[config.mk]
export PLATFORM = sky130hd
export DESIGN_NAME = sorted_free_list_slot_allocator
export DESIGN_NICKNAME = d
export VERILOG_FILES = /design/src/design/sfla_pkg.sv /design/src/design/sfla_ram.sv /design/src/design/sorted_free_list_slot_allocator.sv
export SDC_FILE = /design/constraint.sdc
export NUM_CORES = 2
export LEC_CHECK = 0
export ABC_AREA = 1
export BUFFER_PORTS_ARGS = -buffer_cell sky130_fd_sc_hd__buf_2
export CAP_MARGIN = 20
export CORE_ASPECT_RATIO = 1.25
export CORE_MARGIN = 5
export CORE_UTILIZATION = 50
export DETAILED_ROUTE_END_ITERATION = 6
export PLACE_DENSITY = 0.62
export SLEW_MARGIN = 40
export SYNTH_ARGS = -nofsm -noshare
export SYNTH_HDL_FRONTEND = slang
export SYNTH_SLANG_ARGS = --single-unit
[constraint.sdc]
create_clock -name clk -period 35.1 [get_ports clk]
set_clock_uncertainty 0.1 [all_clocks]
set_input_delay 3.51 -clock clk [delete_from_list [all_inputs] [get_ports clk]]
set_output_delay 3.51 -clock clk [all_outputs]
set_load 0.01 [all_outputs]
[src/design/sfla_pkg.sv]
package sfla_pkg;

    localparam int SLOTS  = 256;
    localparam int SLOT_W = $clog2(SLOTS);
    localparam int CNT_W  = SLOT_W + 1;

    typedef logic [SLOT_W-1:0] slot_t;
    typedef logic [CNT_W-1:0]  cnt_t;
    typedef logic [1:0]        opcode_t;
    typedef logic [1:0]        status_t;

    localparam cnt_t CAP_MAX = cnt_t'(SLOTS);

    localparam opcode_t OP_ALLOC   = 2'd0;
    localparam opcode_t OP_RELEASE = 2'd1;
    localparam opcode_t OP_QUERY   = 2'd2;
    localparam opcode_t OP_CLEAR   = 2'd3;

    localparam status_t ST_OK    = 2'd0;
    localparam status_t ST_FULL  = 2'd1;
    localparam status_t ST_BAD   = 2'd2;
    localparam status_t ST_RANGE = 2'd3;

endpackage

[src/design/sfla_ram.sv]
module sfla_ram #(
    parameter int WIDTH = 8,
    parameter int DEPTH = 256
) (
    input  logic                     clk,
    input  logic                     we,
    input  logic [$clog2(DEPTH)-1:0] waddr,
    input  logic [WIDTH-1:0]         wdata,
    input  logic [$clog2(DEPTH)-1:0] raddr,
    output logic [WIDTH-1:0]         rdata
);

    logic [WIDTH-1:0] mem [DEPTH];
    logic [WIDTH-1:0] rdata_reg;

    always_ff @(posedge clk)
    begin
        if (we)
        begin
            mem[waddr] <= wdata;
        end
        rdata_reg <= mem[raddr];
    end

    assign rdata = rdata_reg;

endmodule

[src/design/sorted_free_list_slot_allocator.sv]
// Query, clear, bad release and allocate at the terminator: the word is taken in S_IDLE,
// run in S_EXEC and its result registered from S_RESP; the next input word is taken back
// in S_IDLE. Allocate from a linked node adds S_ALOAD for the link memory read. A good
// release above the list head walks the free list one link per cycle through the single
// read port of the link memory. A stalled result word holds the block in S_RESP.
// Reset (async, active low) sets capacity to 256 and frees every slot; no clearing pass.
module sorted_free_list_slot_allocator
    import sfla_pkg::*;
(
    input  logic    clk,
    input  logic    rst_n,
    input  logic    cfg_we,
    input  cnt_t    cfg_wdata,
    input  logic    in_valid,
    output logic    in_stall,
    input  opcode_t opcode,
    input  slot_t   slot_index,
    output logic    out_valid,
    input  logic    out_stall,
    output slot_t   granted_index,
    output status_t status,
    output logic    slot_active,
    output logic    slot_end_of_data,
    output cnt_t    active_count,
    output cnt_t    free_count
);

    localparam logic [2:0] S_IDLE  = 3'd0;
    localparam logic [2:0] S_EXEC  = 3'd1;
    localparam logic [2:0] S_ALOAD = 3'd2;
    localparam logic [2:0] S_WALK  = 3'd3;
    localparam logic [2:0] S_LINK  = 3'd4;
    localparam logic [2:0] S_RESP  = 3'd5;

    logic [2:0]       state_reg, state_next;
    cnt_t             cap_reg, cap_next;
    logic             term_valid_reg, term_valid_next;
    slot_t            term_pos_reg, term_pos_next;
    slot_t            head_reg, head_next;
    logic             list_empty_reg, list_empty_next;
    cnt_t             total_reg, total_next;
    opcode_t          op_reg, op_next;
    slot_t            idx_reg, idx_next;
    slot_t            cur_reg, cur_next;
    slot_t            res_granted_reg, res_granted_next;
    status_t          res_status_reg, res_status_next;
    logic             res_active_reg, res_active_next;
    logic             res_eod_reg, res_eod_next;
    logic             out_valid_reg, out_valid_next;
    slot_t            out_granted_reg, out_granted_next;
    status_t          out_status_reg, out_status_next;
    logic             out_active_reg, out_active_next;
    logic             out_eod_reg, out_eod_next;
    cnt_t             out_count_reg, out_count_next;
    cnt_t             out_free_reg, out_free_next;

    logic  ram_we;
    slot_t ram_waddr;
    cnt_t  ram_wdata;
    slot_t ram_raddr;
    cnt_t  ram_rdata;
    logic  free_we;
    slot_t free_waddr;
    logic  free_wdata;
    slot_t free_raddr;
    logic  free_rdata;
    logic  free_now;
    cnt_t  idx_ext;
    cnt_t  head_inc;
    logic  do_clear;

    sfla_ram #(
        .WIDTH (CNT_W),
        .DEPTH (SLOTS)
    ) u_link_ram (
        .clk   (clk),
        .we    (ram_we),
        .waddr (ram_waddr),
        .wdata (ram_wdata),
        .raddr (ram_raddr),
        .rdata (ram_rdata)
    );

    // slots at or above the terminator read as free; below it the mark was written
    sfla_ram #(
        .WIDTH (1),
        .DEPTH (SLOTS)
    ) u_free_ram (
        .clk   (clk),
        .we    (free_we),
        .waddr (free_waddr),
        .wdata (free_wdata),
        .raddr (free_raddr),
        .rdata (free_rdata)
    );

    assign idx_ext    = {1'b0, idx_reg};
    assign head_inc   = cnt_t'({1'b0, head_reg} + 1'b1);
    assign in_stall   = (state_reg != S_IDLE);
    assign free_raddr = (state_reg == S_IDLE) ? slot_index : idx_reg;
    assign free_now   = (term_valid_reg && (idx_reg >= term_pos_reg)) || free_rdata;

    always_comb
    begin
        state_next       = state_reg;
        cap_next         = cap_reg;
        term_valid_next  = term_valid_reg;
        term_pos_next    = term_pos_reg;
        head_next        = head_reg;
        list_empty_next  = list_empty_reg;
        total_next       = total_reg;
        op_next          = op_reg;
        idx_next         = idx_reg;
        cur_next         = cur_reg;
        res_granted_next = res_granted_reg;
        res_status_next  = res_status_reg;
        res_active_next  = res_active_reg;
        res_eod_next     = res_eod_reg;
        out_valid_next   = out_valid_reg & out_stall;
        out_granted_next = out_granted_reg;
        out_status_next  = out_status_reg;
        out_active_next  = out_active_reg;
        out_eod_next     = out_eod_reg;
        out_count_next   = out_count_reg;
        out_free_next    = out_free_reg;
        ram_we           = 1'b0;
        ram_waddr        = idx_reg;
        ram_wdata        = cap_reg;
        ram_raddr        = head_reg;
        free_we          = 1'b0;
        free_waddr       = idx_reg;
        free_wdata       = 1'b1;
        do_clear         = 1'b0;

        case (state_reg)
            S_IDLE:
            begin
                if (in_valid)
                begin
                    op_next    = opcode;
                    idx_next   = slot_index;
                    state_next = S_EXEC;
                end
            end
            S_EXEC:
            begin
                res_granted_next = '0;
                res_status_next  = ST_OK;
                res_active_next  = 1'b0;
                res_eod_next     = 1'b0;
                state_next       = S_RESP;
                case (op_reg)
                    OP_ALLOC:
                    begin
                        if (list_empty_reg || ({1'b0, head_reg} >= cap_reg))
                        begin
                            res_status_next = ST_FULL;
                        end
                        else if (term_valid_reg && (term_pos_reg == head_reg))
                        begin
                            if (head_inc < cap_reg)
                            begin
                                head_next     = head_inc[SLOT_W-1:0];
                                term_pos_next = head_inc[SLOT_W-1:0];
                            end
                            else
                            begin
                                list_empty_next = 1'b1;
                                term_valid_next = 1'b0;
                            end
                            free_we          = 1'b1;
                            free_waddr       = head_reg;
                            free_wdata       = 1'b0;
                            total_next       = cnt_t'(total_reg + 1'b1);
                            res_granted_next = head_reg;
                        end
                        else
                        begin
                            ram_raddr  = head_reg;
                            state_next = S_ALOAD;
                        end
                    end
                    OP_RELEASE:
                    begin
                        if (idx_ext >= cap_reg)
                        begin
                            res_status_next = ST_RANGE;
                        end
                        else if (free_now)
                        begin
                            res_status_next = ST_BAD;
                        end
                        else
                        begin
                            free_we = 1'b1;
                            if (total_reg != '0)
                            begin
                                total_next = cnt_t'(total_reg - 1'b1);
                            end
                            if (list_empty_reg)
                            begin
                                ram_we          = 1'b1;
                                ram_wdata       = cap_reg;
                                head_next       = idx_reg;
                                list_empty_next = 1'b0;
                            end
                            else if (idx_reg < head_reg)
                            begin
                                ram_we    = 1'b1;
                                ram_wdata = {1'b0, head_reg};
                                head_next = idx_reg;
                            end
                            else if (term_valid_reg && (term_pos_reg == head_reg))
                            begin
                                ram_we    = 1'b1;
                                ram_wdata = cap_reg;
                            end
                            else
                            begin
                                cur_next   = head_reg;
                                ram_raddr  = head_reg;
                                state_next = S_WALK;
                            end
                        end
                    end
                    OP_QUERY:
                    begin
                        if (idx_ext >= cap_reg)
                        begin
                            res_status_next = ST_RANGE;
                        end
                        else
                        begin
                            res_active_next = ~free_now;
                            res_eod_next    = term_valid_reg && (term_pos_reg == idx_reg);
                        end
                    end
                    default:
                    begin
                        do_clear = 1'b1;
                    end
                endcase
            end
            S_ALOAD:
            begin
                if (ram_rdata >= cap_reg)
                begin
                    list_empty_next = 1'b1;
                end
                else
                begin
                    head_next = ram_rdata[SLOT_W-1:0];
                end
                free_we          = 1'b1;
                free_waddr       = head_reg;
                free_wdata       = 1'b0;
                total_next       = cnt_t'(total_reg + 1'b1);
                res_granted_next = head_reg;
                state_next       = S_RESP;
            end
            S_WALK:
            begin
                if ((ram_rdata >= cap_reg) || (ram_rdata > idx_ext))
                begin
                    ram_we     = 1'b1;
                    ram_wdata  = ram_rdata;
                    state_next = S_LINK;
                end
                else if (term_valid_reg && (term_pos_reg == ram_rdata[SLOT_W-1:0]))
                begin
                    cur_next   = ram_rdata[SLOT_W-1:0];
                    ram_we     = 1'b1;
                    ram_wdata  = cap_reg;
                    state_next = S_RESP;
                end
                else
                begin
                    cur_next  = ram_rdata[SLOT_W-1:0];
                    ram_raddr = ram_rdata[SLOT_W-1:0];
                end
            end
            S_LINK:
            begin
                ram_we     = 1'b1;
                ram_waddr  = cur_reg;
                ram_wdata  = idx_ext;
                state_next = S_RESP;
            end
            S_RESP:
            begin
                if (!out_valid_reg || !out_stall)
                begin
                    out_valid_next   = 1'b1;
                    out_granted_next = res_granted_reg;
                    out_status_next  = res_status_reg;
                    out_active_next  = res_active_reg;
                    out_eod_next     = res_eod_reg;
                    out_count_next   = total_reg;
                    out_free_next    = cnt_t'(cap_reg - total_reg);
                    state_next       = S_IDLE;
                end
            end
            default:
            begin
                state_next = S_IDLE;
            end
        endcase

        if (cfg_we)
        begin
            do_clear = 1'b1;
            if (cfg_wdata == '0)
            begin
                cap_next = cnt_t'(1);
            end
            else if (cfg_wdata > CAP_MAX)
            begin
                cap_next = CAP_MAX;
            end
            else
            begin
                cap_next = cfg_wdata;
            end
        end

        if (do_clear)
        begin
            term_valid_next = 1'b1;
            term_pos_next   = '0;
            head_next       = '0;
            list_empty_next = 1'b0;
            total_next      = '0;
        end
    end

    always_ff @(posedge clk or negedge rst_n)
    begin
        if (!rst_n)
        begin
            state_reg      <= S_IDLE;
            cap_reg        <= CAP_MAX;
            term_valid_reg <= 1'b1;
            term_pos_reg   <= '0;
            head_reg       <= '0;
            list_empty_reg <= 1'b0;
            total_reg      <= '0;
            out_valid_reg  <= 1'b0;
        end
        else
        begin
            state_reg      <= state_next;
            cap_reg        <= cap_next;
            term_valid_reg <= term_valid_next;
            term_pos_reg   <= term_pos_next;
            head_reg       <= head_next;
            list_empty_reg <= list_empty_next;
            total_reg      <= total_next;
            out_valid_reg  <= out_valid_next;
        end
    end

    always_ff @(posedge clk)
    begin
        op_reg          <= op_next;
        idx_reg         <= idx_next;
        cur_reg         <= cur_next;
        res_granted_reg <= res_granted_next;
        res_status_reg  <= res_status_next;
        res_active_reg  <= res_active_next;
        res_eod_reg     <= res_eod_next;
        out_granted_reg <= out_granted_next;
        out_status_reg  <= out_status_next;
        out_active_reg  <= out_active_next;
        out_eod_reg     <= out_eod_next;
        out_count_reg   <= out_count_next;
        out_free_reg    <= out_free_next;
    end

    assign out_valid        = out_valid_reg;
    assign granted_index    = out_granted_reg;
    assign status           = out_status_reg;
    assign slot_active      = out_active_reg;
    assign slot_end_of_data = out_eod_reg;
    assign active_count     = out_count_reg;
    assign free_count       = out_free_reg;

    a_term_order: assert property (@(posedge clk) disable iff (!rst_n)
        term_valid_reg |-> ((term_pos_reg >= head_reg) && ({1'b0, term_pos_reg} < cap_reg)))
        else $error("terminator below list head or beyond capacity");

    a_empty_no_term: assert property (@(posedge clk) disable iff (!rst_n)
        list_empty_reg |-> !term_valid_reg)
        else $error("terminator present on empty list");

    a_head_range: assert property (@(posedge clk) disable iff (!rst_n)
        !list_empty_reg |-> ({1'b0, head_reg} < cap_reg))
        else $error("list head not below capacity");

    a_total_bound: assert property (@(posedge clk) disable iff (!rst_n)
        total_reg <= cap_reg)
        else $error("active count above capacity");

endmodule

Word-level counts from Yosys, hierarchy flattened
Memory sizes are Yosys's and may differ from the RTL's. A register that Yosys moved wholly into a read port is not among the register bits.
Index checks and enable logic that the tools add are counted.
{"block": "word_totals", "ff_bits": 100, "n_memories": 2, "word_cells": 217, "ramBits": 2560, "input_bits": 24, "output_inout_bits": 32}
{"block": "classes", "magnitude_cmp": 8, "eq_ne": 33, "bitwise_logic": 3, "reduce_logical": 34, "addsub": 4, "n_mux": 112}
{"memory": "u_link_ram.mem", "depth": 256, "word_bits": 9, "read_ports": 1, "rd_clocked_by_memory_dff": 1, "wr": 1, "line_no": "sfla_ram.sv:13", "rtl": "logic [WIDTH-1:0] mem [DEPTH];"}
{"memory": "u_free_ram.mem", "depth": 256, "word_bits": 1, "read_ports": 1, "rd_clocked_by_memory_dff": 1, "wr": 1, "line_no": "sfla_ram.sv:13"}
{"operator": "8-bit 2-to-1 mux", "count": 30}
{"operator": "9-bit 2-to-1 mux", "count": 14}
{"operator": "8-bit case mux with 2 select lines", "count": 5}
{"operator": "1-bit 2-to-1 mux", "count": 37}
{"operator": "9-bit case mux with 2 select lines", "count": 2}
{"operator": "3-bit 2-to-1 mux", "count": 11}
{"operator": "4-bit inequality test, second input constant", "count": 7}
{"operator": "9-bit case mux with 3 select lines", "count": 1}
{"operator": "8-bit == test", "count": 3}
{"operator": "2-bit inequality test, second input constant", "count": 10}
{"operator": "8-bit by 9-bit >= comparator with 1-bit output", "count": 2}
{"operator": "8-bit AND reduction", "count": 2}
{"operator": "3-bit case mux with 5 select lines", "count": 1}
{"operator": "2-bit nonzero test", "count": 6}
{"operator": "1-bit case mux with 2 select lines", "count": 5}
{"operator": "5-bit AND reduction", "count": 2}
{"operator": "8-bit by 1-bit adder with 9-bit output, second input constant", "count": 1}
{"operator": "9-bit by 1-bit adder with 9-bit output, second input constant", "count": 1}
{"operator": "9-bit >= comparator", "count": 1}
{"operator": "9-bit by 8-bit > comparator with 1-bit output", "count": 1}
{"operator": "9-bit > comparator, second input constant", "count": 1}
{"operator": "9-bit logical NOT", "count": 1}
{"operator": "9-bit less-than comparator", "count": 1}
{"operator": "3-bit inequality test, second input constant", "count": 3}
{"operator": "other kinds (31)", "count": 46}

Longest topological paths before layout
{"block": "depth", "ltp_word": 11, "mapped_depth": 25, "depth_no_buf": 23}

Hierarchy
Synthesis repeated with hierarchy kept, for this count alone.
{"block": "hier_totals", "hier_cells": 10050, "hier_area_um2": 112963.3}
{"module": "sfla_ram (u_link_ram)", "cells_per_inst": 7826, "area_per_inst_um2": 93519.7, "seq_area_each_um2": 69366.5, "instances": 1}
{"module": "sfla_ram (u_free_ram)", "cells_per_inst": 1184, "area_per_inst_um2": 11717.5, "seq_area_each_um2": 7707.4, "instances": 1}
{"module": "sorted_free_list_slot_allocator", "cells_per_inst": 1040, "area_per_inst_um2": 7726.2, "seq_area_each_um2": 2805.2, "instances": 1}

Least setup slack after synthesis
No wires, ideal clock.
{"block": "synth_timing", "kind": "reg-to-reg", "start": "reg cap_reg[8]", "end": "mem u_link_ram.mem[0][8] (netlist bit) (data pin)", "stages_incl_launch_ff": 12, "arrival_time_ns": 11.897, "path_slack_ns": 20.915, "setup_ns": 2.188, "path_buffers": 1, "t_required_ns": 32.812, "synth_period_minus_slack_ns": 14.185, "path_cell_list": "dfstp_2 -> clkbuf_1 -> inv_1 -> ha_1 -> nand2_1 -> o21ai_0 -> a21oi_4 -> nand2_1 -> inv_1 -> nor2_1 -> inv_1 -> o21ai_0"}
{"block": "synth_via", "elab_chain_cells": 6, "word_cells_on_any_way": 10}
{"item": "start: declaration", "line_no": "sorted_free_list_slot_allocator.sv:36", "rtl": "cnt_t cap_reg, cap_next;"}
{"item": "start signal: assignment", "line_no": "sorted_free_list_slot_allocator.sv:352", "rtl": "cap_reg <= cap_next;"}
{"item": "branches (longest 5 deep; another with 8-bit by 9-bit >= comparator with 1-bit output)"}
{"item": "9-bit case mux with 3 select lines (*)", "line_no": "sorted_free_list_slot_allocator.sv:135", "rtl": "case (state_reg)"}
{"item": "net ram_wdata[8]", "line_no": "sorted_free_list_slot_allocator.sv:59", "rtl": "cnt_t ram_wdata;"}
{"item": "end: declaration", "line_no": "sfla_ram.sv:13"}
Mark *: on every way through the listed nets, which the timed path passes.

Worst setup path in the final report
{"block": "layout_timing", "start": "reg u_link_ram.rdata_reg[7], in the netlist u_link_ram.rdata[7] (read register of u_link_ram.mem)", "end": "reg u_link_ram.rdata_reg[6], in the netlist u_link_ram.rdata[6] (read register of u_link_ram.mem)"}
{"block": "layout_via", "elab_chain_cells": 5, "word_cells_on_any_way": 8}
{"item": "start: declaration", "line_no": "sfla_ram.sv:14", "rtl": "logic [WIDTH-1:0] rdata_reg;"}
{"item": "branches (longest 3 deep; another with 9-bit >= comparator)"}
{"item": "8-bit 2-to-1 mux (*)", "line_no": "sorted_free_list_slot_allocator.sv:263", "rtl": "if ((ram_rdata >= cap_reg) || (ram_rdata > idx_ext))"}
{"item": "8-bit 2-to-1 mux (*)"}
Mark *: on every way between the ends.
A chain may end at the register's enable or synchronous reset.

==> metrics.md <==
| Metric | Value |
|---|---|
| Sequential power share | `37.9%` |
| Failing checks | `design-rule violations` |
| Clk pwr share | `25.2%` |
| Commonest non-fill, non-tap cells in the layout | `edfxtp_1, nand3_1, nand2_1` |
| DR vias | `83240` |
| CTS tree | `yes` |
| Worst EP arrival | `8.44 ns` |
| Hold Startpoint | `res_granted_reg[1]` |
| Max Cap Viol | `0` |
| Commonest non-fill, non-tap cell in the layout | `edfxtp_1` |
| Slowest CP cell | `dfxtp_1` |
| Net Switching | `4.399 mW` |
| Switching fraction of total power | `40.38%` |
| Num rows | `200` |
| Mean area per synthesized cell | `10.93 sq um` |
| I/O pin cnt | `56` |
| Routed met3 length | `28.44 mm` |
| Die Ht | `557.0 microns` |
| Status | `finished with violations` |
| Post-cts resize count | `0` |
| Starting Density | `50.30%` |
| First-pass GRT wire length | `528.3 mm` |
| Net count, final | `10770` |
| Endpoint type of the worst setup path | `flop` |
| Mean routed wirelength per cell | `25.68 microns` |
| Hold Path Class | `flop to flop` |
| Hold buffer count at CTS | `0` |
| IO Port Bufs | `55` |
| Synthesized Nets | `11050` |
| Most Frequent Cell on Critical Path | `nand3_1` |
| Max reg flops | `2304` |
| Final Instance Area | `0.1312 sq mm` |
| Die width | `447.6 microns` |
| Wire length on met2 | `170.6 mm` |
| CP Launch Type | `flop` |
| Core area | `0.2380 sq mm` |
| WL final | `359.6 mm` |
| Layout cells sized above 1 | `8.300%` |
| Area growth from synthesis to layout | `9.573%` |
| DR pass1 iterations | `7` |
| Netlist cell types | `61` |
| Synth warn | `0` |
| Max incr delay on CP | `0.82 ns` |
| R2R cell count | `21` |
| Gate Count Post-Synth | `10960` |
| Largest regs | `u_link_ram.mem x2304, u_free_ram.mem x256` |
| Slew margin rel. | `36.69%` |
| Placed Area | `0.1226 sq mm` |
| Unrepaired setup endpoints after global routing | `no` |
| DIE AREA | `0.2493 sq mm` |
| Congestion Overflow GR | `0` |
| Max Fclk | `0.1274 GHz` |
| Comb power frac | `36.9%` |
| Worst setup path class | `flop to flop` |
| Hold-critical path depth | `0` |
| Largest net degree at the start of global routing | `176` |
| Total GRT Usage | `28.16%` |
| Leakage | `48.86 nW` |
| Worst Setup SP | `u_link_ram.rdata[7]` |
| # setup viols final | `0` |
| TritonCTS buffer count | `274` |
| Max layer used | `met5` |
| Final hold violations | `0` |
| Initial DRC count | `9734` |
| Minimum clock period | `7.851 ns` |
| Cell Area, Synth | `0.1197 sq mm` |
| Max VDD drop | `75.60 uV` |
| Most flop-heavy register | `u_link_ram.mem` |
| Cells along the critical path | `ha_1 -> nand2_1 -> o21ai_0 -> a21oi_4 -> nand2_1 -> nor2_4 -> nand2_8 -> nand2_8 -> buf_12 -> buf_4 -> buf_4 -> buf_6 -> nand2_1 -> o211ai_1 -> nand3_1 -> nand3_1 -> nand3_1 -> nand3_1 -> nand3_1 -> nand3_1 -> nand2_1` |
| Worst path required time | `35.69 ns` |
| Root buf cell | `clkbuf_16` |
| Cell-internal power | `6.497 mW` |
| Worst r2r src | `u_link_ram.rdata[7]` |
| Sequential share of the synthesized area | `66.73%` |
| Setup Total Neg Slack | `0 ns` |
| ANT nets after route | `0` |
| Vias/cell | `5.945` |
| CTS clk-pin slew, worst paths | `0.06 ns` |
| Post-CTS Setup Inserts | `0` |
| Actual slew at the worst max-slew pin | `0.9497 ns` |
| DP Wirelength | `203.2 mm` |
| Wl on met1 | `140.2 mm` |
| Power Density | `83.08 mW/mm^2` |
| Worst skew pair latency | `0.89 ns` |
| Vias in the first global route | `79860` |
| H-tree depth | `5` |
| Initial antenna violation count | `8` |
| Clock sinks | `2670` |
| Tcrit/Tclk final | `22.37%` |
| Bufs on Longest Clock Path | `4` |
| Post-route DRC violation count | `2` |
| Max-slew violations | `0` |
| Worst Path Max Fanout | `131` |
| Routability Congestion | `0.9312` |
| #FFs+latches synth | `2670` |
-- power by group through the flow --
| stage | Sequential (mW) | Clock (mW) | Combinational (mW) |
|---|---|---|---|
| 3_5_place_dp | 4.20 | 0 | 3.93 |
| 2_1_floorplan | 4.48 | 0 | 2.23 |
| 4_1_cts | 4.13 | 2.79 | 3.94 |
| 5_1_grt | 4.13 | 2.92 | 4.25 |
| 6_report | 4.13 | 2.75 | 4.02 |
| 3_3_place_gp | 4.20 | 0 | 3.86 |
-- stage by stage --
stage | util [%] | setup WS [ns] | hold slack, ns | instances | total power [mW]
floorplan | - | 20.92 | 0.3003 | 10960 | 6.714
global placement | 51.25 | 26.90 | 0.3033 | 13520 | 8.057
detailed placement | 51.52 | 27.37 | 0.3057 | 13530 | 8.127
CTS | 54.94 | 27.37 | 0.3170 | 13990 | 10.86
global route | 55.11 | 26.94 | 0.3277 | 14000 | 11.31
finish | 55.11 | 27.25 | 0.3200 | 14000 | 10.90
-- layout make-up --
| type | instances | area, sq um |
|---|---|---|
| diodes | 4 | 10.01 |
| inverters | 1111 | 4185 |
| well taps | 3131 | 3918 |
| repair buffers | 187 | 1911 |
| flip-flops and latches | 2670 | 79880 |
| clock inverters | 112 | 890.9 |
| clock buffers | 353 | 7248 |
| fillers | 20160 | 106800 |
| multi-input cells | 6434 | 33120 |
-- metal layers --
metal / track usage, % / vias up
met5: 0 / -
met4: 14.42 / 4
met3: 4.048 / 806
met2: 45.55 / 3843
met1: 37.32 / 41100
li1: - / 37490
-- worst max-delay path, delay by kind of cell (launching register included) --
family                   cells  cell delay, ns
AND/OR/NAND/NOR             13            2.82
buffers and inverters        4            2.63
AO/OA/AOI/OAI                3            0.51
flip-flops                   1            0.82
adder cells (fa/ha/maj)      1            0.36
-- cells in the mapped netlist, drive strengths merged --
master / number / share of area (%)
edfxtp: 2620 / 66
nand3: 2275 / 9.5
nand2: 1988 / 6.4
inv: 1107 / 3.5
nor2: 776 / 2.6
nand3b: 687 / 4.3
buf: 434 / 1.9
clkbuf: 307 / 0.96
o21ai: 242 / 1.0
o211ai: 137 / 0.86
o22ai: 77 / 0.41
ha: 69 / 0.72
a21oi: 63 / 0.32
dfrtp: 38 / 0.79
xor2: 22 / 0.16
o2111ai: 16 / 0.12
nand4: 14 / 0.078
o221ai: 14 / 0.10
nor3: 12 / 0.050
dfxtp: 10 / 0.17
nor4: 10 / 0.057
a22oi: 7 / 0.044
a221oi: 5 / 0.037
clkinv: 4 / 0.013
a32o: 3 / 0.025
or2: 3 / 0.016
xnor2: 3 / 0.022
a2111oi: 2 / 0.030
a21boi: 2 / 0.013
dfstp: 2 / 0.044
a21o: 1 / 0.0063
and3: 1 / 0.0094
fa: 1 / 0.017
o2111a: 1 / 0.0094
o21a: 1 / 0.0063
o311ai: 1 / 0.0073
o32ai: 1 / 0.0073
-- path summary, 6_finish.rpt --
path	end	slack [ns]
min in group asynchronous	total_reg[0]	2.63
worst max register to register	u_link_ram.rdata[6]	27.25
worst min-delay path	granted_index[1]	0.32
worst min register to register	granted_index[1]	0.32
max in group asynchronous	term_pos_reg[4]	31.85
worst max-delay path	u_link_ram.rdata[6]	27.25
-- logic make-up (layout without fill, tap and decap cells) --
logic type	after synthesis	count (layout)	synth area share, %
AND/OR/NAND/NOR	5766	5766	23.00
buffers and inverters	1852	1763	6.322
flip-flops	2670	2670	66.73
AO/OA/AOI/OAI	573	573	3.028
XOR/XNOR	25	25	0.1829
adder cells (fa/ha/maj)	70	70	0.7380
other	0	4	0
(Power assumes the default switching activity.)
